==> src/hdl/mpc_horizon_cost_bicycle_defines.svh <==
// assertion macros shared by the rtl files
// no dependencies; expects clk and rst_n in the scope of each use
`ifndef MPC_HORIZON_COST_BICYCLE_DEFINES_SVH
`define MPC_HORIZON_COST_BICYCLE_DEFINES_SVH

// same-cycle implication
`define MHC_ASSERT_IMP(label, ante, cons) \
    label: assert property (@(posedge clk) disable iff (!rst_n) (ante) |-> (cons)) \
        else $error("mhc assertion failed");

// next-cycle implication
`define MHC_ASSERT_NXT(label, ante, cons) \
    label: assert property (@(posedge clk) disable iff (!rst_n) (ante) |=> (cons)) \
        else $error("mhc assertion failed");

`endif

==> src/hdl/mhc_pkg.sv <==
// shared types, constants and fixed point helpers of the bicycle horizon cost block
// no dependencies
package mhc_pkg;

    localparam int POLY_TERMS   = 4;
    localparam int MOD_STEPS    = 14;
    localparam int CORDIC_STEPS = 16;

    localparam logic signed [31:0] ONE_Q16      = 32'sd65536;
    localparam logic signed [31:0] PI_Q16       = 32'sd205887;
    localparam logic signed [31:0] HALF_PI_Q16  = 32'sd102944;
    localparam logic signed [32:0] TWO_PI_Q16   = 33'sd411775;
    localparam logic signed [31:0] CORDIC_GAIN  = 32'sd39797;
    localparam logic [47:0]        COST_MAX     = 48'hFFFF_FFFF_FFFF;

    localparam logic [15:0]        RST_TIME_STEP = 16'd6554;
    localparam logic [15:0]        RST_SOW       = 16'd2454;
    localparam logic signed [31:0] RST_TARGET    = 32'sd2621440;

    typedef enum logic [2:0] {
        REG_TIME_STEP = 3'd0,
        REG_SOW       = 3'd1,
        REG_TARGET    = 3'd2,
        REG_COEF_0    = 3'd3,
        REG_COEF_1    = 3'd4,
        REG_COEF_2    = 3'd5,
        REG_COEF_3    = 3'd6
    } cfg_idx_t;

    typedef enum logic [4:0] {
        S_IDLE, S_DS_CHK, S_SQ_DS, S_SQ_V, S_WB_B,
        S_PP0, S_PP1, S_PP2, S_PP3, S_PP_END, S_TERM,
        S_MOD_INIT, S_MOD, S_MOD_FIX, S_FOLD, S_CORDIC, S_SINCOS,
        S_M0, S_M1, S_M2, S_M3, S_M4, S_M5, S_M6, S_M7,
        S_POLY_A, S_POLY_B, S_POLY_END,
        S_SQ_E, S_SQ_VE, S_COST2, S_DONE
    } state_t;

    typedef enum logic [3:0] {
        ACT_NONE, ACT_LOAD, ACT_DS, ACT_TERM, ACT_MOD_INIT, ACT_MOD_STEP,
        ACT_MOD_FIX, ACT_FOLD, ACT_CORDIC, ACT_SINCOS, ACT_VERR, ACT_OUT
    } act_t;

    typedef enum logic [4:0] {
        OP_ZERO, OP_V, OP_CS, OP_SN, OP_DT, OP_SOW, OP_STEER, OP_THR,
        OP_PROD, OP_PW, OP_X, OP_COEF, OP_E, OP_VERR, OP_DS,
        OP_SQA_LO, OP_SQA_HI, OP_SQB_LO, OP_SQB_HI
    } opnd_t;

    typedef enum logic [3:0] {
        WB_NONE, WB_SQA, WB_SQB, WB_PP_LO, WB_PP_MID, WB_PP_HI,
        WB_X, WB_Y, WB_H, WB_V, WB_PW, WB_E, WB_COST
    } wb_t;

    typedef struct packed {
        act_t       act;
        opnd_t      op_a;
        opnd_t      op_b;
        wb_t        wb;
        logic [3:0] idx;
    } mhc_cmd_t;

    typedef struct packed {
        logic ds_en;
        logic out_full;
    } mhc_status_t;

    function automatic logic signed [31:0] sat32(input logic signed [32:0] v);
        if (v[32] != v[31])
            return v[32] ? 32'sh8000_0000 : 32'sh7FFF_FFFF;
        return v[31:0];
    endfunction

    function automatic logic signed [31:0] qadd(input logic signed [31:0] a,
                                                input logic signed [31:0] b);
        return sat32({a[31], a} + {b[31], b});
    endfunction

    function automatic logic signed [31:0] qsub(input logic signed [31:0] a,
                                                input logic signed [31:0] b);
        return sat32({a[31], a} - {b[31], b});
    endfunction

    // product >> 16 with floor, then clamp to 32 bits
    function automatic logic signed [31:0] qmul_sat(input logic signed [65:0] p);
        logic [18:0] top;
        top = p[65:47];
        if (top == '0 || top == '1)
            return p[47:16];
        return p[65] ? 32'sh8000_0000 : 32'sh7FFF_FFFF;
    endfunction

    function automatic logic [47:0] cost_add(input logic [47:0] c, input logic [47:0] t);
        logic [48:0] s;
        s = {1'b0, c} + {1'b0, t};
        return s[48] ? COST_MAX : s[47:0];
    endfunction

    function automatic logic signed [31:0] atan_q16(input logic [3:0] i);
        logic signed [31:0] r;
        case (i)
            4'd0:    r = 32'sd51472;
            4'd1:    r = 32'sd30386;
            4'd2:    r = 32'sd16055;
            4'd3:    r = 32'sd8150;
            4'd4:    r = 32'sd4091;
            4'd5:    r = 32'sd2047;
            4'd6:    r = 32'sd1024;
            4'd7:    r = 32'sd512;
            4'd8:    r = 32'sd256;
            4'd9:    r = 32'sd128;
            4'd10:   r = 32'sd64;
            4'd11:   r = 32'sd32;
            4'd12:   r = 32'sd16;
            4'd13:   r = 32'sd8;
            4'd14:   r = 32'sd4;
            default: r = 32'sd2;
        endcase
        return r;
    endfunction

endpackage

==> src/hdl/mhc_ctrl.sv <==
// sequencer of the bicycle horizon cost block: one command word per cycle
// depends on mhc_pkg and mpc_horizon_cost_bicycle_defines.svh
`include "mpc_horizon_cost_bicycle_defines.svh"

module mhc_ctrl (
    input  logic                 clk,
    input  logic                 rst_n,
    input  logic                 item_valid,
    output logic                 item_stall,
    input  mhc_pkg::mhc_status_t status,
    output mhc_pkg::mhc_cmd_t    cmd
);

    mhc_pkg::state_t state_reg, state_next;
    logic [3:0]      cnt_reg, cnt_next;

    always_ff @(posedge clk or negedge rst_n)
    begin
        if (!rst_n)
        begin
            state_reg <= mhc_pkg::S_IDLE;
            cnt_reg   <= '0;
        end
        else
        begin
            state_reg <= state_next;
            cnt_reg   <= cnt_next;
        end
    end

    assign item_stall = (state_reg != mhc_pkg::S_IDLE);

    always_comb
    begin
        state_next = state_reg;
        cnt_next   = cnt_reg;
        cmd.act    = mhc_pkg::ACT_NONE;
        cmd.op_a   = mhc_pkg::OP_ZERO;
        cmd.op_b   = mhc_pkg::OP_ZERO;
        cmd.wb     = mhc_pkg::WB_NONE;
        cmd.idx    = cnt_reg;
        unique case (state_reg)
            mhc_pkg::S_IDLE:
            begin
                if (item_valid)
                begin
                    cmd.act    = mhc_pkg::ACT_LOAD;
                    state_next = mhc_pkg::S_DS_CHK;
                end
            end
            mhc_pkg::S_DS_CHK:
            begin
                cmd.act    = mhc_pkg::ACT_DS;
                state_next = status.ds_en ? mhc_pkg::S_SQ_DS : mhc_pkg::S_MOD_INIT;
            end
            mhc_pkg::S_SQ_DS:
            begin
                cmd.op_a   = mhc_pkg::OP_DS;
                cmd.op_b   = mhc_pkg::OP_DS;
                state_next = mhc_pkg::S_SQ_V;
            end
            mhc_pkg::S_SQ_V:
            begin
                cmd.op_a   = mhc_pkg::OP_V;
                cmd.op_b   = mhc_pkg::OP_V;
                cmd.wb     = mhc_pkg::WB_SQA;
                state_next = mhc_pkg::S_WB_B;
            end
            mhc_pkg::S_WB_B:
            begin
                cmd.wb     = mhc_pkg::WB_SQB;
                state_next = mhc_pkg::S_PP0;
            end
            mhc_pkg::S_PP0:
            begin
                cmd.op_a   = mhc_pkg::OP_SQA_LO;
                cmd.op_b   = mhc_pkg::OP_SQB_LO;
                state_next = mhc_pkg::S_PP1;
            end
            mhc_pkg::S_PP1:
            begin
                cmd.op_a   = mhc_pkg::OP_SQA_LO;
                cmd.op_b   = mhc_pkg::OP_SQB_HI;
                cmd.wb     = mhc_pkg::WB_PP_LO;
                state_next = mhc_pkg::S_PP2;
            end
            mhc_pkg::S_PP2:
            begin
                cmd.op_a   = mhc_pkg::OP_SQA_HI;
                cmd.op_b   = mhc_pkg::OP_SQB_LO;
                cmd.wb     = mhc_pkg::WB_PP_MID;
                state_next = mhc_pkg::S_PP3;
            end
            mhc_pkg::S_PP3:
            begin
                cmd.op_a   = mhc_pkg::OP_SQA_HI;
                cmd.op_b   = mhc_pkg::OP_SQB_HI;
                cmd.wb     = mhc_pkg::WB_PP_MID;
                state_next = mhc_pkg::S_PP_END;
            end
            mhc_pkg::S_PP_END:
            begin
                cmd.wb     = mhc_pkg::WB_PP_HI;
                state_next = mhc_pkg::S_TERM;
            end
            mhc_pkg::S_TERM:
            begin
                cmd.act    = mhc_pkg::ACT_TERM;
                state_next = mhc_pkg::S_MOD_INIT;
            end
            mhc_pkg::S_MOD_INIT:
            begin
                cmd.act    = mhc_pkg::ACT_MOD_INIT;
                cnt_next   = 4'(mhc_pkg::MOD_STEPS - 1);
                state_next = mhc_pkg::S_MOD;
            end
            mhc_pkg::S_MOD:
            begin
                cmd.act = mhc_pkg::ACT_MOD_STEP;
                if (cnt_reg == '0)
                    state_next = mhc_pkg::S_MOD_FIX;
                else
                    cnt_next = cnt_reg - 4'd1;
            end
            mhc_pkg::S_MOD_FIX:
            begin
                cmd.act    = mhc_pkg::ACT_MOD_FIX;
                state_next = mhc_pkg::S_FOLD;
            end
            mhc_pkg::S_FOLD:
            begin
                cmd.act    = mhc_pkg::ACT_FOLD;
                cnt_next   = '0;
                state_next = mhc_pkg::S_CORDIC;
            end
            mhc_pkg::S_CORDIC:
            begin
                cmd.act = mhc_pkg::ACT_CORDIC;
                if (cnt_reg == 4'(mhc_pkg::CORDIC_STEPS - 1))
                    state_next = mhc_pkg::S_SINCOS;
                else
                    cnt_next = cnt_reg + 4'd1;
            end
            mhc_pkg::S_SINCOS:
            begin
                cmd.act    = mhc_pkg::ACT_SINCOS;
                state_next = mhc_pkg::S_M0;
            end
            mhc_pkg::S_M0:
            begin
                cmd.op_a   = mhc_pkg::OP_V;
                cmd.op_b   = mhc_pkg::OP_CS;
                state_next = mhc_pkg::S_M1;
            end
            mhc_pkg::S_M1:
            begin
                cmd.op_a   = mhc_pkg::OP_PROD;
                cmd.op_b   = mhc_pkg::OP_DT;
                state_next = mhc_pkg::S_M2;
            end
            mhc_pkg::S_M2:
            begin
                cmd.op_a   = mhc_pkg::OP_V;
                cmd.op_b   = mhc_pkg::OP_SN;
                cmd.wb     = mhc_pkg::WB_X;
                state_next = mhc_pkg::S_M3;
            end
            mhc_pkg::S_M3:
            begin
                cmd.op_a   = mhc_pkg::OP_PROD;
                cmd.op_b   = mhc_pkg::OP_DT;
                state_next = mhc_pkg::S_M4;
            end
            mhc_pkg::S_M4:
            begin
                cmd.op_a   = mhc_pkg::OP_V;
                cmd.op_b   = mhc_pkg::OP_STEER;
                cmd.wb     = mhc_pkg::WB_Y;
                state_next = mhc_pkg::S_M5;
            end
            mhc_pkg::S_M5:
            begin
                cmd.op_a   = mhc_pkg::OP_PROD;
                cmd.op_b   = mhc_pkg::OP_SOW;
                state_next = mhc_pkg::S_M6;
            end
            mhc_pkg::S_M6:
            begin
                cmd.op_a   = mhc_pkg::OP_THR;
                cmd.op_b   = mhc_pkg::OP_DT;
                cmd.wb     = mhc_pkg::WB_H;
                state_next = mhc_pkg::S_M7;
            end
            mhc_pkg::S_M7:
            begin
                cmd.wb     = mhc_pkg::WB_V;
                cnt_next   = '0;
                state_next = mhc_pkg::S_POLY_A;
            end
            mhc_pkg::S_POLY_A:
            begin
                cmd.op_a   = mhc_pkg::OP_PW;
                cmd.op_b   = mhc_pkg::OP_X;
                cmd.wb     = (cnt_reg != '0) ? mhc_pkg::WB_E : mhc_pkg::WB_NONE;
                state_next = mhc_pkg::S_POLY_B;
            end
            mhc_pkg::S_POLY_B:
            begin
                cmd.op_a = mhc_pkg::OP_COEF;
                cmd.op_b = mhc_pkg::OP_PW;
                cmd.wb   = mhc_pkg::WB_PW;
                if (cnt_reg == 4'(mhc_pkg::POLY_TERMS - 1))
                    state_next = mhc_pkg::S_POLY_END;
                else
                begin
                    cnt_next   = cnt_reg + 4'd1;
                    state_next = mhc_pkg::S_POLY_A;
                end
            end
            mhc_pkg::S_POLY_END:
            begin
                cmd.wb     = mhc_pkg::WB_E;
                cmd.act    = mhc_pkg::ACT_VERR;
                state_next = mhc_pkg::S_SQ_E;
            end
            mhc_pkg::S_SQ_E:
            begin
                cmd.op_a   = mhc_pkg::OP_E;
                cmd.op_b   = mhc_pkg::OP_E;
                state_next = mhc_pkg::S_SQ_VE;
            end
            mhc_pkg::S_SQ_VE:
            begin
                cmd.op_a   = mhc_pkg::OP_VERR;
                cmd.op_b   = mhc_pkg::OP_VERR;
                cmd.wb     = mhc_pkg::WB_COST;
                state_next = mhc_pkg::S_COST2;
            end
            mhc_pkg::S_COST2:
            begin
                cmd.wb     = mhc_pkg::WB_COST;
                state_next = mhc_pkg::S_DONE;
            end
            mhc_pkg::S_DONE:
            begin
                if (!status.out_full)
                begin
                    cmd.act    = mhc_pkg::ACT_OUT;
                    state_next = mhc_pkg::S_IDLE;
                end
            end
            default:
            begin
                state_next = mhc_pkg::S_IDLE;
            end
        endcase
    end

    `MHC_ASSERT_NXT(a_accept_starts, state_reg == mhc_pkg::S_IDLE && item_valid,
                    state_reg == mhc_pkg::S_DS_CHK)
    `MHC_ASSERT_NXT(a_mod_stays, state_reg == mhc_pkg::S_MOD,
                    state_reg == mhc_pkg::S_MOD || state_reg == mhc_pkg::S_MOD_FIX)
    `MHC_ASSERT_IMP(a_pp_needs_ds, state_reg == mhc_pkg::S_PP0, status.ds_en)

endmodule

==> config.mk <==
export PLATFORM = sky130hd
export DESIGN_NAME = mhc_ctrl
export DESIGN_NICKNAME = d
export VERILOG_FILES = /design/src/hdl/mhc_pkg.sv /design/src/hdl/mhc_ctrl.sv
export VERILOG_INCLUDE_DIRS = /design/src /design/src/hdl
export SDC_FILE = /design/constraint.sdc
export NUM_CORES = 1
export LEC_CHECK = 0
export BUFFER_PORTS_ARGS = -buffer_cell sky130_fd_sc_hd__buf_4
export CORE_MARGIN = 2
export CORE_UTILIZATION = 49
export DETAILED_ROUTE_END_ITERATION = 6
export HOLD_SLACK_MARGIN = 0.08
export PLACE_DENSITY = 0.83
export SETUP_SLACK_MARGIN = 0.02
export SLEW_MARGIN = 20
export SYNTH_ARGS = -nofsm -noshare
export SYNTH_HDL_FRONTEND = slang
export SYNTH_SLANG_ARGS = --single-unit
==> constraint.sdc <==
create_clock -name clk -period 2.1 [get_ports clk]
set_input_delay 0.105 -clock clk [delete_from_list [all_inputs] [get_ports clk]]
set_output_delay 0.105 -clock clk [all_outputs]
set_load 0.01 [all_outputs]
Word-level counts from Yosys, hierarchy flattened

Index checks and enable logic that the tools add are counted.

Register bits: 9
Latch bits: 0
Bits in writable memories: 0
Bits in read-only memories: 0
Output and inout bits: 23
Word-level logic and storage cells: 72
Memories: 0

Add/subtract/negate cells: 2
Multiply operators: 0
Divide/modulo/power cells: 0
Magnitude comparators: 0
Equal/unequal tests: 40
Shift-type cells: 0
Muxes and demuxes: 17
Bitwise operators: 0
Reduce and logical (&&, ||, !) cells: 11

Operators by type and width:

| operator            | count |
|---|---|
| $pmux 10 s16        | 1 |
| $pmux 5 s32         | 1 |
| $eq 5x5->1 const B  | 16 |
| $pmux 4 s13         | 1 |
| $pmux 4 s11         | 1 |
| $eq 5x4->1 const B  | 8 |
| $mux 4              | 6 |
| $eq 5x3->1 const B  | 4 |
| $mux 5              | 4 |
| $pmux 4 s5          | 1 |
| $ne 2x2->1 const B  | 7 |
| $eq 5x2->1 const B  | 2 |
| $reduce_bool 5->1   | 2 |
| $reduce_and 4->1    | 2 |
| $reduce_or 2->1     | 4 |
| $eq 5x1->1 const B  | 1 |
| $logic_not 5->1     | 1 |
| $add 4x1->4 const B | 1 |
| $eq 4x2->1 const B  | 1 |
| $eq 4x4->1 const B  | 1 |
| $logic_not 4->1     | 1 |
| $reduce_bool 4->1   | 1 |
| $sub 4x1->4 const B | 1 |
| $mux 2              | 1 |
| $mux 1              | 1 |

Logic depth before layout (Yosys ltp)

Depth in word-level cells: 4
Mapped depth: 11
Mapped depth without buffers: 10

Worst setup path before layout

No wires, ideal clock.

Path kind: register to register
Start: reg state_reg[4]
End: reg cnt_reg[3]
Data arrival time: 2.185 ns
Path slack: -0.215 ns
Stages on the path, launching flop included: 12
Buffers on the path: 1
Period minus slack after synthesis: 2.315 ns
Cell sequence: dfrtp_1 > buf_4 > clkinv_1 > or3_1 > nand2_1 > inv_1 > ha_1 > a21o_1 > a21oi_1 > xor2_1 > mux2i_1 > a2bb2oi_1

Cells in the longest elaborated chain, start to end: 4

Ends and longest elaborated chain:

| element                                  | line           | source |
|---|---|---|
| from (decl)                              | mhc_ctrl.sv:14 | `mhc_pkg::state_t state_reg, state_next;` |
| from (signal assigned)                   | mhc_ctrl.sv:21 | `state_reg <= mhc_pkg::S_IDLE;` |
| from (signal assigned)                   | mhc_ctrl.sv:26 | `state_reg <= state_next;` |
| $eq 5x5->1 or $eq 5x4->1 (tied branches) | mhc_ctrl.sv:42 | `unique case (state_reg)` |
| $reduce_or 2->1 (no line)                | n/a            |  |
| $reduce_bool 5->1 (no line)              | n/a            |  |
| $reduce_and 4->1 (no line)               | n/a            |  |
| to (signal assigned)                     | mhc_ctrl.sv:27 | `cnt_reg <= cnt_next;` |
| to (decl)                                | mhc_ctrl.sv:15 | `logic [3:0] cnt_reg, cnt_next;` |

Several ways; a longest one is shown, not always the timed one.
A chain may end at the register's enable or synchronous reset.

Worst setup path after layout

Start: reg state_reg[0]
End: reg cnt_reg[3]

Same word-level chain as after synthesis.

==> qor.txt <==
proportion of netlist area held by the largest area contributor - 17.8%
worst min path class - in -> reg
Core Rows - 18
initial antenna violation count - 0
area enclosed by the die boundary - 3010 µm²
number of endpoints failing setup at the final stage - 0
portion of the post-synthesis area used by sequential elements - 17.8%
vias after detailed routing - 1,595
I/O pin total - 28
fraction of layout cells with a size suffix above 1 - 34.5%
cell breakdown of the critical path - nand2b_4 -> or3_4 -> nand2_4 -> inv_4 -> ha_4 -> a21o_1 -> a21oi_2 -> xor2_1 -> mux2i_1 -> a2bb2oi_1
final antenna diode count - 0
Power per Cell Area - 1910 nW/µm²
starting utilization of the core area - 51.6%
fraction of registers with async set or reset after synthesis - 100%
final wirelength - 3.89 mm
total count of max-transition violations in the final report - 0
area of all placed cells without fillers - 1720 µm²
Worst-Skew Late Latency - 0.26 ns
number of buffer cells added on primary ports - 27
remaining max-slew budget at the tightest pin - 73.0%
flip-flop count of the largest register after layout - 5
total design power - 3.28 mW
stage delay of the slowest cell on the critical path - 0.40 ns
worst setup path category - reg -> reg
number of warning messages in the yosys log - 0
clock buffers created by TritonCTS - 3
syn avg cell area - 6.92 µm²
Antenna Nets Post-Route - 0
setup repair after global routing missed its margin - true
Iter 0 DRT Violations - 69
Mapped Nets - 191
number of global-route vias before repair - 1,254
Tcrit/Tclk final - 99.2%
clock slew seen by the registers of the worst setup and hold paths - 0.06 ns
clock tree from TritonCTS - built
Mapped Cells - 183
leakage dissipation - 0.710 nW
combined global-route utilization of all metal layers - 26.9%
number of nets at the end of the flow - 229
startpoint types - flip-flop
worst-path fanout max - 3
clock period minus final worst setup slack - 2.08 ns
clock root cell - sky130_fd_sc_hd__clkbuf_4
number of levels the H-tree was split into - 1
setup slack of the worst register-to-register path - 0.02 ns
largest net degree at the start of global routing - 35
total DRC errors in the routed layout - 0
largest clock skew in the final design - 0.00271 ns
floorplan die height - 54.8 µm
Max Cap Viol - 0
total count of hold-check failures in the final report - 0
arrival time reported for the critical path endpoint - 2.21 ns
Synth Register Bits - 9
Cell variety after synth - 50
Bufs on Longest Clock Path - 2
Die Wd - 54.8 µm
growth of design area from synthesis to finish - 35.6%
gr ovfl total - 0
required arrival time at the worst endpoint - 2.23 ns
cell type with the highest aggregate area in the netlist - sky130_fd_sc_hd__dfrtp_1
cell area reported after detailed placement - 1590 µm²
timing-limited maximum frequency - 0.480 GHz
HPWL after detailed placement - 2.77 mm
worst-margin pin slew - 0.404 ns
CP max stage cell - sky130_fd_sc_hd__dfrtp_1
number of clock sinks - 9
maximum vdd drop - 1280 µV
global-route wire length before repair - 5.80 mm
type of destination of the critical path - flip-flop
Core Footprint - 2450 µm²
main flop type after synthesis - sky130_fd_sc_hd__dfrtp_1
count of flip-flops with a built-in enable after synthesis - 0
average via count per standard cell - 6.38
cell area after synthesis - 1270 µm²
largest cells by area after synthesis - sky130_fd_sc_hd__dfrtp_1 (18%), sky130_fd_sc_hd__a21oi_1 (7.9%), sky130_fd_sc_hd__o21ai_0 (7.9%), sky130_fd_sc_hd__nand2_1 (6.2%), sky130_fd_sc_hd__nor2_1 (4.2%)
final RePlAce weighted congestion - 0.889
average routed wire per standard cell - 15.6 µm
run status - complete, no violations
DR pass1 iterations - 5
## synthesized netlist by cell type (2+ instances only)
cell                        count
sky130_fd_sc_hd__nand2_1       21
sky130_fd_sc_hd__a21oi_1       20
sky130_fd_sc_hd__o21ai_0       20
sky130_fd_sc_hd__nor2_1        14
sky130_fd_sc_hd__nand3_1       10
sky130_fd_sc_hd__dfrtp_1        9
sky130_fd_sc_hd__buf_2          8
sky130_fd_sc_hd__clkbuf_1       7
sky130_fd_sc_hd__inv_1          7
sky130_fd_sc_hd__nand2b_1       6
sky130_fd_sc_hd__o22ai_1        6
sky130_fd_sc_hd__nor3_1         3
sky130_fd_sc_hd__o211ai_1       3
sky130_fd_sc_hd__a211oi_1       2
sky130_fd_sc_hd__a21o_1         2
sky130_fd_sc_hd__a2bb2oi_1      2
sky130_fd_sc_hd__a31oi_1        2
sky130_fd_sc_hd__ha_1           2
sky130_fd_sc_hd__mux2i_1        2
sky130_fd_sc_hd__nand4_1        2
sky130_fd_sc_hd__nor2b_1        2
sky130_fd_sc_hd__o31ai_1        2
sky130_fd_sc_hd__o32a_1         2
sky130_fd_sc_hd__xnor2_1        2
sky130_fd_sc_hd__xor2_1         2
## layout make-up
cell class | count | area, µm²
clock buffer | 4 | 26.3
fill | 216 | 738
inverter | 8 | 45.0
multi-input combinational | 149 | 993
sequential | 9 | 225
tap | 30 | 37.5
timing repair buffer | 50 | 389
## where the power goes
part           switching [mW]  internal (mW)
combinational            1.57           1.23
sequential             0.0927          0.261
clock                  0.0564         0.0730
## final timing paths
path                       cells past startpoint         start           end
min                                            3    item_valid  state_reg[2]
max reg2reg                                   10  state_reg[0]    cnt_reg[3]
min in group asynchronous                      2         rst_n  state_reg[4]
min reg2reg                                    1    cnt_reg[3]    cnt_reg[3]
max                                           10  state_reg[0]    cnt_reg[3]
max in group asynchronous                      2         rst_n  state_reg[1]
## worst max-delay path, delay by kind of cell, from the launching register on
family / cells / cell delay, ns
XOR/XNOR: 1 / 0.18
buffers and inverters: 1 / 0.04
adder cells (fa/ha/maj): 1 / 0.20
AND/OR/NAND/NOR: 3 / 0.58
AO/OA/AOI/OAI: 3 / 0.35
multiplexers: 1 / 0.19
flip-flops: 1 / 0.40
## repair_timing
item	4_1_cts	5_1_grt
setup buffers	2	3
pin swaps	0	1
resized for setup	5	9
cloned	0	0
endpoints found under the hold margin	9	0
endpoints found under the setup margin	7	14
hold buffers	1	0
## per-layer routing
metal / part of all wire (%) / track usage [%]
met1: 41 / 38.8
met2: 49 / 41.7
met3: 8.7 / 1.64
met4: 1.1 / 10.4
met5: 0 / 0
## through the flow
stage	hold WS (ns)	std cells	worst slack [ns]	utilization, %	TNS (ns)
2_1_floorplan	-0.191	183	-0.0509	-	-0.0509
3_3_place_gp	-0.0733	240	0.0417	64.7	0
3_5_place_dp	-0.0728	240	-0.00582	64.7	-0.00582
4_1_cts	0.183	247	-0.00479	67.5	-0.00479
5_1_grt	0.199	250	-0.115	69.9	-0.216
6_report	0.178	250	0.0169	69.9	0
## cell families after synthesis
kind of cell | after synthesis | synth area share, %
buf+inv | 25 | 9.09
fa+ha+maj | 3 | 3.56
simple gates | 67 | 27.9
compound gates | 73 | 37.4
flops | 9 | 17.8
xor+xnor | 4 | 2.77
mux | 2 | 1.58
## placed cells by master (no fill, tap or decap), drive strengths merged, types with 3 or more instances in the layout
cell / netlist / layout
nor3: 4 / 4
o211ai: 3 / 3
nand2: 21 / 21
inv: 7 / 4
buf: 10 / 49
nor2: 14 / 14
dfrtp: 9 / 9
clkinvlp: 0 / 3
nand2b: 6 / 6
nand3: 10 / 10
a211oi: 3 / 3
clkbuf: 7 / 4
o22ai: 7 / 7
o21ai: 20 / 20
a21oi: 21 / 21
Note: power is estimated with default switching activity, not from simulation.
